<file path="src/sv/tpvs_pkg.sv">
// Shared constants, command and status types for the three-axis speed controller.
package tpvs_pkg;

	localparam int DivW = 73;
	localparam int DsrW = 36;
	localparam int NMotor = 3;

	localparam logic [2:0] REG_TPOS1  = 3'd0;
	localparam logic [2:0] REG_TPOS2  = 3'd1;
	localparam logic [2:0] REG_TPOS3  = 3'd2;
	localparam logic [2:0] REG_TVEL1  = 3'd3;
	localparam logic [2:0] REG_TVEL2  = 3'd4;
	localparam logic [2:0] REG_TVEL3  = 3'd5;
	localparam logic [2:0] REG_DIR    = 3'd6;
	localparam logic [2:0] REG_PERIOD = 3'd7;

	localparam logic       FUNC_START = 1'b0;
	localparam logic [1:0] CODE_FWD   = 2'b10;
	localparam logic [1:0] CODE_REV   = 2'b01;

	localparam logic [2:0]  DIR_RST    = 3'b111;
	localparam logic [19:0] PERIOD_RST = 20'd20000;

	localparam logic signed [32:0] STOP_WIN = 33'sd5;
	localparam logic [28:0] SPEED_K  = 29'd384000000;
	localparam logic [19:0] US_PER_S = 20'd1000000;
	localparam logic [40:0] STEP_MAX = {1'b1, 40'd0};
	localparam logic signed [41:0] INT_MAX = 42'sd549755813887;
	localparam logic signed [41:0] INT_MIN = -42'sd549755813888;
	localparam logic signed [69:0] DUTY_CEIL = 70'sd1310720;
	localparam logic [11:0] DIV5_K = 12'd3277;

	typedef struct packed {
		logic load;
		logic eval;
		logic go_upd;
		logic mul1;
		logic div1;
		logic err;
		logic mul2;
		logic div2;
		logic acc;
		logic duty;
		logic finish;
	} tpvs_cmd_t;

	typedef struct packed {
		logic is_start;
		logic stop_all;
		logic due;
		logic div_busy;
		logic last_motor;
	} tpvs_sts_t;

endpackage

</file>
<file path="src/sv/tpvs_div.sv">
// Restoring divider, one quotient bit per cycle.
module tpvs_div (
	input  logic                          clk,
	input  logic                          arst_n,
	input  logic                          start,
	input  logic [tpvs_pkg::DivW-1:0]     dividend,
	input  logic [tpvs_pkg::DsrW-1:0]     divisor,
	output logic                          busy,
	output logic [tpvs_pkg::DivW-1:0]     quotient
);
	localparam int CntW = $clog2(tpvs_pkg::DivW + 1);

	logic [tpvs_pkg::DsrW-1:0] rem_q;
	logic [tpvs_pkg::DsrW-1:0] dsr_q;
	logic [tpvs_pkg::DivW-1:0] quo_q;
	logic [CntW-1:0]           cnt_q;
	logic                      busy_q;
	logic [tpvs_pkg::DsrW:0]   shifted;
	logic [tpvs_pkg::DsrW+1:0] diff;
	logic                      ge;

	assign shifted = {rem_q, quo_q[tpvs_pkg::DivW-1]};
	assign diff = {1'b0, shifted} - {2'b00, dsr_q};
	assign ge = !diff[tpvs_pkg::DsrW+1];

	always_ff @(posedge clk or negedge arst_n) begin
		if (!arst_n) begin
			busy_q <= 1'b0;
			cnt_q <= '0;
		end else if (start) begin
			busy_q <= 1'b1;
			cnt_q <= CntW'(tpvs_pkg::DivW);
		end else if (busy_q) begin
			cnt_q <= cnt_q - 1'b1;
			if (cnt_q == CntW'(1)) busy_q <= 1'b0;
		end
	end

	always_ff @(posedge clk) begin
		if (start) begin
			rem_q <= '0;
			quo_q <= dividend;
			dsr_q <= divisor;
		end else if (busy_q) begin
			rem_q <= ge ? diff[tpvs_pkg::DsrW-1:0] : shifted[tpvs_pkg::DsrW-1:0];
			quo_q <= {quo_q[tpvs_pkg::DivW-2:0], ge};
		end
	end

	assign busy = busy_q;
	assign quotient = quo_q;

endmodule

</file>
<file path="src/sv/tpvs_dp.sv">
// Datapath: configuration, controller state, speed and PI arithmetic, result word.
module tpvs_dp (
	input  logic                clk,
	input  logic                arst_n,
	input  tpvs_pkg::tpvs_cmd_t cmd,
	output tpvs_pkg::tpvs_sts_t sts,
	input  logic                cfg_we,
	input  logic [2:0]          cfg_idx,
	input  logic [31:0]         cfg_wdata,
	input  logic                func,
	input  logic signed [31:0]  pos_m1,
	input  logic signed [31:0]  pos_m2,
	input  logic signed [31:0]  pos_m3,
	input  logic [31:0]         now_us,
	output logic [7:0]          pwm_m1,
	output logic [7:0]          pwm_m2,
	output logic [7:0]          pwm_m3,
	output logic [7:0]          drive_code,
	output logic                running,
	output logic                updated
);
	logic [31:0] tpos_q [3];
	logic [15:0] tvel_q [3];
	logic [2:0]  dir_q;
	logic [19:0] per_q;

	logic [7:0]  mcode_q;
	logic [31:0] lpos_q [3];
	logic [31:0] ltime_q;
	logic [39:0] integ_q [3];
	logic [7:0]  held_q [3];

	logic        func_q;
	logic [31:0] pos_q [3];
	logic [31:0] now_q;
	logic        upd_q;
	logic [1:0]  idx_q;
	logic [tpvs_pkg::DivW-1:0] prod_q;
	logic [tpvs_pkg::DsrW-1:0] dsr_q;
	logic signed [63:0] e_q;
	logic        big_q;

	logic [7:0]  out_pwm_q [3];
	logic [7:0]  out_code_q;
	logic        out_run_q;
	logic        out_upd_q;

	logic [7:0]  start_code;
	logic [7:0]  keep_mask;
	logic [31:0] intv;
	logic [31:0] cur_pos, cur_lpos;
	logic [15:0] cur_tvel;
	logic [39:0] cur_integ;
	logic signed [32:0] dpos;
	logic [32:0] dmag;
	logic [60:0] p1;
	logic [35:0] intv11;
	logic [tpvs_pkg::DivW-1:0] quo;
	logic        div_busy;
	logic signed [63:0] e_new;
	logic [63:0] emag;
	logic [72:0] p2;
	logic [40:0] step_mag;
	logic signed [41:0] step_s, sum, sat;
	logic signed [69:0] e70, u;
	logic [10:0] x;
	logic [22:0] q5;
	logic [7:0]  duty;
	logic        stop_sample;

	always_comb begin
		start_code = '0;
		keep_mask = '1;
		for (int i = 0; i < tpvs_pkg::NMotor; i++) begin
			logic signed [32:0] d;
			d = $signed({pos_q[i][31], pos_q[i]}) - $signed({tpos_q[i][31], tpos_q[i]});
			start_code[2*i+1 +: 2] = dir_q[i] ? tpvs_pkg::CODE_FWD : tpvs_pkg::CODE_REV;
			if (d >= -tpvs_pkg::STOP_WIN && d <= tpvs_pkg::STOP_WIN)
				keep_mask[2*i+1 +: 2] = 2'b00;
		end
	end

	assign intv = now_q - ltime_q;
	assign stop_sample = (func_q != tpvs_pkg::FUNC_START) && (mcode_q == 8'd0);

	assign sts.is_start = (func_q == tpvs_pkg::FUNC_START);
	assign sts.stop_all = (mcode_q == 8'd0);
	assign sts.due = (intv != 32'd0) && (intv >= {12'd0, per_q});
	assign sts.div_busy = div_busy;
	assign sts.last_motor = (idx_q == 2'd2);

	assign cur_pos = pos_q[idx_q];
	assign cur_lpos = lpos_q[idx_q];
	assign cur_tvel = tvel_q[idx_q];
	assign cur_integ = integ_q[idx_q];

	// speed term: |dpos| * 384e6 over interval * 11
	assign dpos = $signed({cur_pos[31], cur_pos}) - $signed({cur_lpos[31], cur_lpos});
	assign dmag = dpos[32] ? 33'(-dpos) : 33'(dpos);
	assign p1 = dmag[31:0] * tpvs_pkg::SPEED_K;
	assign intv11 = {4'd0, intv} * 36'd11;

	assign e_new = $signed({{40{cur_tvel[15]}}, cur_tvel, 8'd0}) - $signed({3'd0, quo[60:0]});
	assign emag = e_q[63] ? 64'(-e_q) : 64'(e_q);
	assign p2 = emag[52:0] * tpvs_pkg::US_PER_S;

	// step saturates at 2^40; |e| >= 2^53 always exceeds that
	assign step_mag = (big_q || (|quo[72:40])) ? tpvs_pkg::STEP_MAX : {1'b0, quo[39:0]};
	assign step_s = e_q[63] ? -$signed({1'b0, step_mag}) : $signed({1'b0, step_mag});
	assign sum = $signed({{2{cur_integ[39]}}, cur_integ}) + step_s;
	assign sat = (sum > tpvs_pkg::INT_MAX) ? tpvs_pkg::INT_MAX :
		(sum < tpvs_pkg::INT_MIN) ? tpvs_pkg::INT_MIN : sum;

	assign e70 = $signed({{6{e_q[63]}}, e_q});
	assign u = (e70 <<< 4) + (e70 <<< 3) + $signed({{30{cur_integ[39]}}, cur_integ});
	assign x = u[20:10];
	assign q5 = x * tpvs_pkg::DIV5_K;
	assign duty = u[69] ? 8'd0 : (u >= tpvs_pkg::DUTY_CEIL) ? 8'd255 : q5[21:14];

	tpvs_div u_div (
		.clk      (clk),
		.arst_n   (arst_n),
		.start    (cmd.div1 | cmd.div2),
		.dividend (prod_q),
		.divisor  (dsr_q),
		.busy     (div_busy),
		.quotient (quo)
	);

	always_ff @(posedge clk or negedge arst_n) begin
		if (!arst_n) begin
			for (int i = 0; i < tpvs_pkg::NMotor; i++) begin
				tpos_q[i] <= '0;
				tvel_q[i] <= '0;
				lpos_q[i] <= '0;
				integ_q[i] <= '0;
				held_q[i] <= '0;
			end
			dir_q <= tpvs_pkg::DIR_RST;
			per_q <= tpvs_pkg::PERIOD_RST;
			mcode_q <= '0;
			ltime_q <= '0;
			upd_q <= 1'b0;
			idx_q <= '0;
			out_code_q <= '0;
			out_run_q <= 1'b0;
			out_upd_q <= 1'b0;
		end else begin
			if (cfg_we) begin
				case (cfg_idx)
					tpvs_pkg::REG_TPOS1:  tpos_q[0] <= cfg_wdata;
					tpvs_pkg::REG_TPOS2:  tpos_q[1] <= cfg_wdata;
					tpvs_pkg::REG_TPOS3:  tpos_q[2] <= cfg_wdata;
					tpvs_pkg::REG_TVEL1:  tvel_q[0] <= cfg_wdata[15:0];
					tpvs_pkg::REG_TVEL2:  tvel_q[1] <= cfg_wdata[15:0];
					tpvs_pkg::REG_TVEL3:  tvel_q[2] <= cfg_wdata[15:0];
					tpvs_pkg::REG_DIR:    dir_q <= cfg_wdata[2:0];
					tpvs_pkg::REG_PERIOD: per_q <= cfg_wdata[19:0];
					default: ;
				endcase
			end
			if (cmd.load) begin
				upd_q <= 1'b0;
				idx_q <= '0;
			end
			if (cmd.eval) begin
				if (func_q == tpvs_pkg::FUNC_START) mcode_q <= start_code;
				else mcode_q <= mcode_q & keep_mask;
			end
			if (cmd.go_upd) upd_q <= 1'b1;
			if (cmd.acc) integ_q[idx_q] <= sat[39:0];
			if (cmd.duty) begin
				held_q[idx_q] <= duty;
				lpos_q[idx_q] <= cur_pos;
				idx_q <= idx_q + 2'd1;
			end
			if (cmd.finish) begin
				if (stop_sample) begin
					for (int i = 0; i < tpvs_pkg::NMotor; i++) held_q[i] <= '0;
				end
				if (upd_q) ltime_q <= now_q;
				out_code_q <= mcode_q;
				out_run_q <= (mcode_q != 8'd0);
				out_upd_q <= upd_q;
			end
		end
	end

	always_ff @(posedge clk) begin
		if (cmd.load) begin
			func_q <= func;
			pos_q[0] <= pos_m1;
			pos_q[1] <= pos_m2;
			pos_q[2] <= pos_m3;
			now_q <= now_us;
		end
		if (cmd.mul1) begin
			prod_q <= {12'd0, p1};
			dsr_q <= intv11;
		end
		if (cmd.err) e_q <= e_new;
		if (cmd.mul2) begin
			prod_q <= p2;
			dsr_q <= {4'd0, intv};
			big_q <= |emag[63:53];
		end
		if (cmd.finish) begin
			for (int i = 0; i < tpvs_pkg::NMotor; i++)
				out_pwm_q[i] <= stop_sample ? 8'd0 : held_q[i];
		end
	end

	assign pwm_m1 = out_pwm_q[0];
	assign pwm_m2 = out_pwm_q[1];
	assign pwm_m3 = out_pwm_q[2];
	assign drive_code = out_code_q;
	assign running = out_run_q;
	assign updated = out_upd_q;

	a_run_code: assert property (@(posedge clk) disable iff (!arst_n)
		out_run_q == (out_code_q != 8'd0))
		else $error("running flag disagrees with drive code");
	a_div_idle: assert property (@(posedge clk) disable iff (!arst_n)
		(cmd.acc || cmd.err) |-> !div_busy)
		else $error("quotient used while divider busy");

endmodule

</file>
<file path="src/sv/tpvs_ctrl.sv">
// Controller: sequences evaluation, per-motor speed/PI steps and result handoff.
module tpvs_ctrl (
	input  logic                clk,
	input  logic                arst_n,
	input  logic                in_valid,
	output logic                in_stall,
	output logic                out_valid,
	input  logic                out_stall,
	output tpvs_pkg::tpvs_cmd_t cmd,
	input  tpvs_pkg::tpvs_sts_t sts
);
	typedef enum logic [12:0] {
		S_IDLE = 13'b0000000000001,
		S_EVAL = 13'b0000000000010,
		S_DEC  = 13'b0000000000100,
		S_MUL1 = 13'b0000000001000,
		S_DV1S = 13'b0000000010000,
		S_DV1W = 13'b0000000100000,
		S_ERR  = 13'b0000001000000,
		S_MUL2 = 13'b0000010000000,
		S_DV2S = 13'b0000100000000,
		S_DV2W = 13'b0001000000000,
		S_ACC  = 13'b0010000000000,
		S_DUTY = 13'b0100000000000,
		S_DONE = 13'b1000000000000
	} tpvs_state_t;

	tpvs_state_t state_q, state_d;
	logic out_valid_q;

	always_comb begin
		state_d = state_q;
		cmd = '0;
		case (state_q)
			S_IDLE: begin
				if (in_valid) begin
					cmd.load = 1'b1;
					state_d = S_EVAL;
				end
			end
			S_EVAL: begin
				cmd.eval = 1'b1;
				state_d = S_DEC;
			end
			S_DEC: begin
				if (sts.is_start || sts.stop_all || !sts.due) begin
					state_d = S_DONE;
				end else begin
					cmd.go_upd = 1'b1;
					state_d = S_MUL1;
				end
			end
			S_MUL1: begin
				cmd.mul1 = 1'b1;
				state_d = S_DV1S;
			end
			S_DV1S: begin
				cmd.div1 = 1'b1;
				state_d = S_DV1W;
			end
			S_DV1W: if (!sts.div_busy) state_d = S_ERR;
			S_ERR: begin
				cmd.err = 1'b1;
				state_d = S_MUL2;
			end
			S_MUL2: begin
				cmd.mul2 = 1'b1;
				state_d = S_DV2S;
			end
			S_DV2S: begin
				cmd.div2 = 1'b1;
				state_d = S_DV2W;
			end
			S_DV2W: if (!sts.div_busy) state_d = S_ACC;
			S_ACC: begin
				cmd.acc = 1'b1;
				state_d = S_DUTY;
			end
			S_DUTY: begin
				cmd.duty = 1'b1;
				state_d = sts.last_motor ? S_DONE : S_MUL1;
			end
			S_DONE: begin
				// hold until the output register is free
				if (!out_valid_q || !out_stall) begin
					cmd.finish = 1'b1;
					state_d = S_IDLE;
				end
			end
			default: state_d = S_IDLE;
		endcase
	end

	always_ff @(posedge clk or negedge arst_n) begin
		if (!arst_n) begin
			state_q <= S_IDLE;
			out_valid_q <= 1'b0;
		end else begin
			state_q <= state_d;
			if (cmd.finish) out_valid_q <= 1'b1;
			else if (!out_stall) out_valid_q <= 1'b0;
		end
	end

	assign in_stall = (state_q != S_IDLE);
	assign out_valid = out_valid_q;

	a_accept_eval: assert property (@(posedge clk) disable iff (!arst_n)
		(in_valid && !in_stall) |=> state_q == S_EVAL)
		else $error("accepted word not evaluated");
	a_finish_free: assert property (@(posedge clk) disable iff (!arst_n)
		cmd.finish |-> (!out_valid_q || !out_stall))
		else $error("result overwrites a stalled word");
	a_valid_src: assert property (@(posedge clk) disable iff (!arst_n)
		$rose(out_valid_q) |-> $past(state_q) == S_DONE)
		else $error("output valid raised outside finish");

endmodule

</file>
<file path="src/sv/three_axis_pi_velocity_with_stop.sv">
// Top level of the three-motor PI speed controller with position stop.
// Start words, stopped samples and samples before the period go from evaluation and
// decision straight to finish. An updating sample makes, per motor, two passes of the
// one shared restoring divider (speed, then integral step). One word is worked at a
// time; the next is taken while the result waits. Asynchronous active-low reset clears
// control and config state, not PWM or work registers; period to 20000, directions to 7.
module three_axis_pi_velocity_with_stop (
	input  logic               clk,
	input  logic               arst_n,
	input  logic               cfg_we,
	input  logic [2:0]         cfg_idx,
	input  logic [31:0]        cfg_wdata,
	input  logic               in_valid,
	output logic               in_stall,
	input  logic               func,
	input  logic signed [31:0] pos_m1,
	input  logic signed [31:0] pos_m2,
	input  logic signed [31:0] pos_m3,
	input  logic [31:0]        now_us,
	output logic               out_valid,
	input  logic               out_stall,
	output logic [7:0]         pwm_m1,
	output logic [7:0]         pwm_m2,
	output logic [7:0]         pwm_m3,
	output logic [7:0]         drive_code,
	output logic               running,
	output logic               updated
);
	tpvs_pkg::tpvs_cmd_t cmd;
	tpvs_pkg::tpvs_sts_t sts;

	tpvs_ctrl u_ctrl (
		.clk       (clk),
		.arst_n    (arst_n),
		.in_valid  (in_valid),
		.in_stall  (in_stall),
		.out_valid (out_valid),
		.out_stall (out_stall),
		.cmd       (cmd),
		.sts       (sts)
	);

	tpvs_dp u_dp (
		.clk        (clk),
		.arst_n     (arst_n),
		.cmd        (cmd),
		.sts        (sts),
		.cfg_we     (cfg_we),
		.cfg_idx    (cfg_idx),
		.cfg_wdata  (cfg_wdata),
		.func       (func),
		.pos_m1     (pos_m1),
		.pos_m2     (pos_m2),
		.pos_m3     (pos_m3),
		.now_us     (now_us),
		.pwm_m1     (pwm_m1),
		.pwm_m2     (pwm_m2),
		.pwm_m3     (pwm_m3),
		.drive_code (drive_code),
		.running    (running),
		.updated    (updated)
	);

endmodule
</file>
<file path="config.mk">
export PLATFORM = sky130hd
export DESIGN_NAME = three_axis_pi_velocity_with_stop
export DESIGN_NICKNAME = d
export VERILOG_FILES = /design/src/sv/tpvs_pkg.sv /design/src/sv/tpvs_div.sv /design/src/sv/tpvs_dp.sv /design/src/sv/tpvs_ctrl.sv /design/src/sv/three_axis_pi_velocity_with_stop.sv
export SDC_FILE = /design/constraint.sdc
export NUM_CORES = 2
export LEC_CHECK = 0
export BUFFER_PORTS_ARGS = -buffer_cell sky130_fd_sc_hd__clkbuf_2
export CORE_MARGIN = 5
export CORE_UTILIZATION = 67
export DETAILED_ROUTE_END_ITERATION = 6
export HOLD_SLACK_MARGIN = 0.12
export MAX_ROUTING_LAYER = met4
export PLACE_DENSITY = 0.85
export SLEW_MARGIN = 25
export SYNTH_ARGS = -nofsm -noshare
export SYNTH_HDL_FRONTEND = slang
export SYNTH_SLANG_ARGS = --single-unit
</file>
<file path="constraint.sdc">
create_clock -name clk -period 20.2 [get_ports clk]
set_input_delay 1.01 -clock clk [delete_from_list [all_inputs] [get_ports clk]]
set_output_delay 1.01 -clock clk [all_outputs]
set_load 0.03 [all_outputs]
</file>
## Word level (Yosys, flattened, before mapping)

Memory sizes are Yosys's and may differ from the RTL's.
Cells that the tools add are included.

| word-level totals | value |
|---|---|
| register bits after elaboration | 827 |
| memory bits (writable) | 120 |
| input bits | 169 |
| output and inout port bits | 36 |
| word-level logic and storage cells | 220 |
| memories | 2 |

Memory list:

| name | depth | width | read ports | clocked after memory_dff | wr ports | line | text |
|---|---|---|---|---|---|---|---|
| u_dp.pos_q | 3 | 32 | 4 | 0 | 3 | tpvs_dp.sv:34 | `logic [31:0] pos_q [3];` |
| u_dp.out_pwm_q | 3 | 8 | 3 | 0 | 3 | tpvs_dp.sv:43 | `logic [7:0] out_pwm_q [3];` |

| operators by class | value |
|---|---|
| $add $sub $neg | 15 |
| $mul | 4 |
| $lt $le $gt $ge | 12 |
| equal/unequal tests | 28 |
| muxes and demuxes | 82 |
| bitwise logic cells | 4 |
| reductions and logical operators | 34 |

Operator list:

| kind | count |
|---|---|
| 2-to-1 mux 73 bit | 4 |
| 2-to-1 mux 40 bit | 5 |
| 2-to-1 mux 32 bit | 6 |
| one-hot mux 13 bit (13 select lines) | 1 |
| subtractor 32 x 32 -> 33 bit | 4 |
| bitwise mux 120 bit | 1 |
| greater-or-equal comparator 33 x 4 -> 1 bit (second input constant) | 3 |
| <= comparator 33 x 4 -> 1 bit (second input constant) | 3 |
| bitwise mux 96 bit | 1 |
| binary-select mux 40 bit (select 2 bit) | 1 |
| demux 40 bit (select 2 bit) | 1 |
| 2-to-1 mux 13 bit | 6 |
| 2-to-1 mux 24 bit | 3 |
| greater-or-equal comparator 70 x 22 -> 1 bit (second input constant) | 1 |
| adder 68 x 40 -> 69 bit | 1 |
| adder 67 x 66 -> 68 bit | 1 |
| multiplier 53 x 14 -> 67 bit (second input constant) | 1 |
| binary-select mux 32 bit (select 2 bit) | 1 |
| demux 32 bit (select 2 bit) | 1 |
| 2-to-1 mux 64 bit | 1 |
| negator 63 -> 64 bit | 1 |
| subtractor 24 x 62 -> 63 bit | 1 |
| 2-to-1 mux 8 bit | 7 |
| multiplier 32 x 16 -> 48 bit (second input constant) | 1 |
| 61 further kinds | 123 |

## Depth between registers and ports, before layout

| logic depth | value |
|---|---|
| depth after elaboration | 12 |
| mapped depth | 46 |
| depth with buffers taken out | 42 |

## By module

A second synthesis with hierarchy kept.

| unflattened totals | value |
|---|---|
| cells, all modules | 9610 |
| area total of the unflattened synthesis | 89991.3 um^2 |

Modules (own cells, without submodules):

| module | instances | cells an instance | area an instance (um^2) | seq. area each (um^2) |
|---|---|---|---|---|
| tpvs_dp | 1 | 8756 | 80711.2 | 20990.1 |
| tpvs_div | 1 | 743 | 8306.7 | 4194.0 |
| tpvs_ctrl | 1 | 111 | 973.4 | 351.6 |

## Least setup slack after synthesis

Ideal clock, no wire load.

| path | value |
|---|---|
| path kind | register to register |
| from | register u_dp.idx_q[1] |
| to | register u_dp.prod_q[60] in the netlist's numbering (data pin) |
| setup time | 272 ps |
| arrival | 11129 ps |
| required time | 19928 ps |
| path slack | 8799 ps |
| stages on the path, launching flop included | 43 |
| path buffers | 4 |
| period minus slack after synthesis | 11401 ps |
| cells stage by stage | dfrtp_1 clkbuf_1 clkbuf_1 clkbuf_1 mux2i_1 o21ai_0 ha_1 fa_1 nand2b_1 a21boi_1 o2bb2ai_1 o311a_1 o211ai_1 a211o_1 o211ai_1 a41oi_1 clkbuf_1 a21oi_1 (+7 left out) fa_1 fa_1 inv_1 fa_1 ha_1 and2_1 and4_1 nor4_1 a21oi_1 nand2_1 a311oi_1 o41a_1 a221oi_1 o21ai_0 a221oi_1 o21ai_0 mux2i_1 a22oi_1 |

| on the way | value |
|---|---|
| longest elaborated chain between the ends | 10 |
| elaborated cells on any way between the ends | 11 |
| classes of those cells | add/sub: 2; mul: 1; mux: 6; bitwise: 1; memory: 1 |

RTL lines:

| item | line | text |
|---|---|---|
| start: declaration | tpvs_dp.sv:37 | `logic [1:0] idx_q;` |
| start signal: assignment | tpvs_dp.sv:175 | `idx_q <= idx_q + 2'd1;` |
| inverter 2 -> 3 bit (not written as such) | tpvs_dp.sv:93 | `assign cur_lpos = lpos_q[idx_q];` |
| binary-select mux 32 bit (select 2 bit) | tpvs_dp.sv:93 |  |
| 2-to-1 mux 32 bit (not written as such) (2 in series) | tpvs_dp.sv:93 |  |
| subtractor 32 x 32 -> 33 bit (*) | tpvs_dp.sv:98 | `assign dpos = $signed({cur_pos[31], cur_pos}) - $signed({cur_lpos[31], cur_lpos});` |
| negator 32 bit | tpvs_dp.sv:99 | `assign dmag = dpos[32] ? 33'(-dpos) : 33'(dpos);` |
| 2-to-1 mux 32 bit (*) | tpvs_dp.sv:99 |  |
| multiplier 32 x 16 -> 48 bit (*) | tpvs_dp.sv:100 | `assign p1 = dmag[31:0] * tpvs_pkg::SPEED_K;` |
| 2-to-1 mux 73 bit (*) | tpvs_dp.sv:197 | `if (cmd.mul1) begin` |
| 2-to-1 mux 73 bit (*) | tpvs_dp.sv:202 | `if (cmd.mul2) begin` |
| end signal: assignment | tpvs_dp.sv:198 | `prod_q <= {12'd0, p1};` |
| end signal: assignment | tpvs_dp.sv:203 | `prod_q <= p2;` |
| end: declaration | tpvs_dp.sv:38 | `logic [tpvs_pkg::DivW-1:0] prod_q;` |

Mark *: on every way between the ends. The rest lies on a longest branch, timed or not. The select of a mux whose other input is x is not followed.
A chain may end at the register's enable or synchronous reset.

## Worst setup path in the final report

| path | value |
|---|---|
| from | register u_dp.idx_q[0] |
| to | register u_dp.prod_q[58] in the netlist's numbering (data pin) |

Same word-level chain as after synthesis.

==> flow_summary.yaml <==
status:
  outcome: "complete, but fails checks"
  violations: "design-rule violations"
setup_path:
  critPathRequiredTime_ns: 20.63
  reg2reg_slack_ns: 6.55
  cp-endpoint: "u_dp.prod_q[58]$_DFFE_PP_"
  critPathLaunch: "u_dp.idx_q[0]$_DFFE_PN0P_"
  reg2regPathDepth: 41
  arrival_ns: 14.08
  critPathCaptureType: "register"
  rr_endpoint: "u_dp.prod_q[58]$_DFFE_PP_"
  path_common_cell: "fa_1"
  worst_setup_path_start_kind: "register"
  cp_slowest_cell: "dfrtp_4"
  crit_type: "register to register"
  crit_fanout: 43
  cpPeakStageDelay_ns: 0.77
  r2r_start: "u_dp.idx_q[0]$_DFFE_PN0P_"
clock_tree:
  postCtsSetupBuffers: 0
  cts_sinks: 943
  path_clk_slew_ns: 0.07
  clk_latency_ns: 0.76
  root_buffer: "clkbuf_16"
  cts.repair.resized: 0
  htreeDepth: 3
  numCtsBuffers: 100
  clk_path_buf_depth: 3
  cts_tree: "yes"
  cts_hold_buf: 0
grt:
  overflow: 0
  antenna_found_initial: 12
  grtUsageTotal_pct: 36.3
  grt_pass1_vias: 71600
  grt_first_pass_wirelength_um: 393000
  grt_max_degree: 182
timing:
  finalHoldViolCount: 0
  fmax_ghz: 0.0732
  fin_crit_ns: 13.65
  finalSetupTns_ns: 0
  drv_slew: 0
  tightest_slew_ns: 1.14
  setup_viol: 0
  finalCritPeriodShare_pct: 67.6
  slew_headroom_pct: 23.5
  skew_ns: 0.0585
  rsz0062_at_grt: "no"
detailed_routing:
  drt_iter0_markers: 6969
  wl_per_cell_um: 21.8
  ant_nets: 0
  drc: 1
  drt_wl_total_um: 251000
  drt_first_pass_iters: 7
  vias: 71800
  vias_per_cell: 6.24
floorplanning:
  initial_core_util_pct: 67.3
  fp-row-count: 133
  core_area_um2: 131000
  die_h_um: 373
  io_pins: 205
  die_w_um: 373
  die-area_um2: 139000
logic_synthesis:
  synth.area.top_cells: "edfxtp_1 (14%), ha_1 (13%), dfrtp_1 (13%), fa_1 (13%), inv_1 (5.3%)"
  synthCells: 9565
  ys_async_sr_fraction_pct: 50.7
  synth_top_area_share_pct: 14.4
  yosys.area.top_type: "edfxtp_1"
  yosysWarnings: 0
  ys_ff_latch: 943
  syn_area_um2: 88300
  synth_edf_count: 425
  synthTopCellsByCount: "inv_1 (1251), ha_1 (939), nand2_1 (864), a21oi_1 (733), o21ai_0 (709)"
  yosysSeqAreaShare_pct: 28.9
  synthMostInstantiatedCell: "inv_1"
  synth.distinct_cells: 112
  synth_ff_type: "dfrtp_1"
  synth_area_per_cell_um2: 9.24
placement:
  gp_congestion: 0.997
  io_buffer_count: 202
  hpwlAfterDp_um: 199000
final_layout:
  num-fill-cells: 9642
  regArea_um2: 25500
  multi_input_area_um2: 57200
  nets: 11300
  final_layout_size_suffix_gt1_share_pct: 7.41
  syn_to_final_growth_pct: 7.37
hold_path:
  worstHoldPathType: "input port to async pin"
flow_run:
  max-cap-violations: 0
registers in the layout, indices dropped and copies added (netlist names), 2 cells and up:
| name | cells |
|---|---|
| u_dp.per_q | 20 |
| u_dp.u_div.cnt_q | 7 |
| u_dp.dir_q | 3 |
| u_dp.integ_q | 120 |
| u_dp.ltime_q | 32 |
| u_dp.tpos_q | 96 |
| u_dp.now_q | 32 |
| u_dp.out_pwm_q | 24 |
| u_dp.e_q | 63 |
| u_dp.u_div.dsr_q | 36 |
| u_dp.drive_code | 6 |
| u_dp.idx_q | 2 |
| u_dp.u_div.quotient | 73 |
| u_dp.pos_q | 96 |
| u_ctrl.state_q | 13 |
| u_dp.prod_q | 67 |
| u_dp.tvel_q | 48 |
| u_dp.held_q | 24 |
| u_dp.mcode_q | 6 |
| u_dp.lpos_q | 96 |
| u_dp.u_div.rem_q | 36 |
| u_dp.dsr_q | 36 |
final cells by class:
class	count	share of cell area, %
flip-flops and latches	943	26.9
clock inverters	60	0.858
multi-input cells	7079	60.3
well taps	1755	2.32
diodes	10	0.0264
clock buffers	128	2.94
repair buffers	268	1.64
inverters	1253	4.97
metal layers:
layer | track usage [%] | share of wire [%] | vias up
li1 | - | - | 33200
met1 | 46.5 | 40 | 35000
met2 | 57.7 | 47 | 3020
met3 | 6.54 | 8.3 | 617
met4 | 14.6 | 4.8 | 0
met5 | - | 0 | -
critical path, delay by kind of cell, from the launching register on:
kind,cells,cell delay (ns)
xor gates and xnor gates,2,0.96
buffers and inverters,8,2.15
DFF,1,0.77
and+or+nand+nor,6,1.59
adders and majority gates,8,3.63
AOI/OAI and AO/OA,16,4.03
muxes,1,0.10
logic make-up after synthesis:
family,count (synthesis),share of synthesized area (%)
other,1,0.00425
xor gates and xnor gates,576,5.74
muxes,261,3.16
adders and majority gates,1522,26.5
and+or+nand+nor,2300,12.2
DFF,943,28.9
AOI/OAI and AO/OA,2418,16.8
buffers and inverters,1544,6.66
cells in the final DEF, fill, tap and decap left out, types with 63 or more instances in the layout:
cell type     n
inv_1      1248
ha_1        939
nand2_1     860
a21oi_1     733
o21ai_0     703
nor2_1      593
fa_1        583
dfrtp_1     467
edfxtp_1    425
xnor2_1     334
a21o_1      290
xor2_1      214
clkbuf_2    201
mux2i_1     144
nand3_1     130
mux2_2      113
clkbuf_16   105
nor3_1      100
nand4_1      96
o21a_1       80
nand2b_1     74
and3_1       71
a31oi_1      67
nor2b_1      65
and2_1       64
buf_4        63
worst min-delay path by stage:
stage | cells after the start | from | endpoint
3_3_place_gp | 0 | u_dp.dsr_q[27]$_DFFE_PP_ | u_dp.u_div.dsr_q[27]$_DFFE_PN_
3_5_place_dp | 0 | u_dp.dsr_q[0]$_DFFE_PP_ | u_dp.u_div.dsr_q[0]$_DFFE_PN_
6_report | 1 | arst_n | u_dp.u_div.cnt_q[3]$_DFFE_PN0P_
4_1_cts | 1 | arst_n | u_dp.u_div.cnt_q[3]$_DFFE_PN0P_
5_1_grt | 1 | arst_n | u_dp.u_div.cnt_q[3]$_DFFE_PN0P_
2_1_floorplan | 0 | u_dp.dsr_q[0]$_DFFE_PP_ | u_dp.u_div.dsr_q[0]$_DFFE_PN_
stage by stage:
step / hold WS, ns / utilization [%] / cells / cell area [µm²] / setup slack (ns)
final: 0.213 / 72.2 / 11500 / 94800 / 6.55
after global routing: 0.316 / 72.2 / 11500 / 94800 / 5.64
after CTS: 0.290 / 72.1 / 11500 / 94700 / 6.64
after detailed placement: 0.405 / 69.4 / 11300 / 91100 / 6.75
after global placement: 0.401 / 69.3 / 11300 / 91000 / 6.97
after floorplan: 0.400 / - / 9566 / 88300 / 8.80
Power is left out: the tool's default activity adds up to more than one toggle a clock period on the data nets, which glitch-free logic cannot reach.
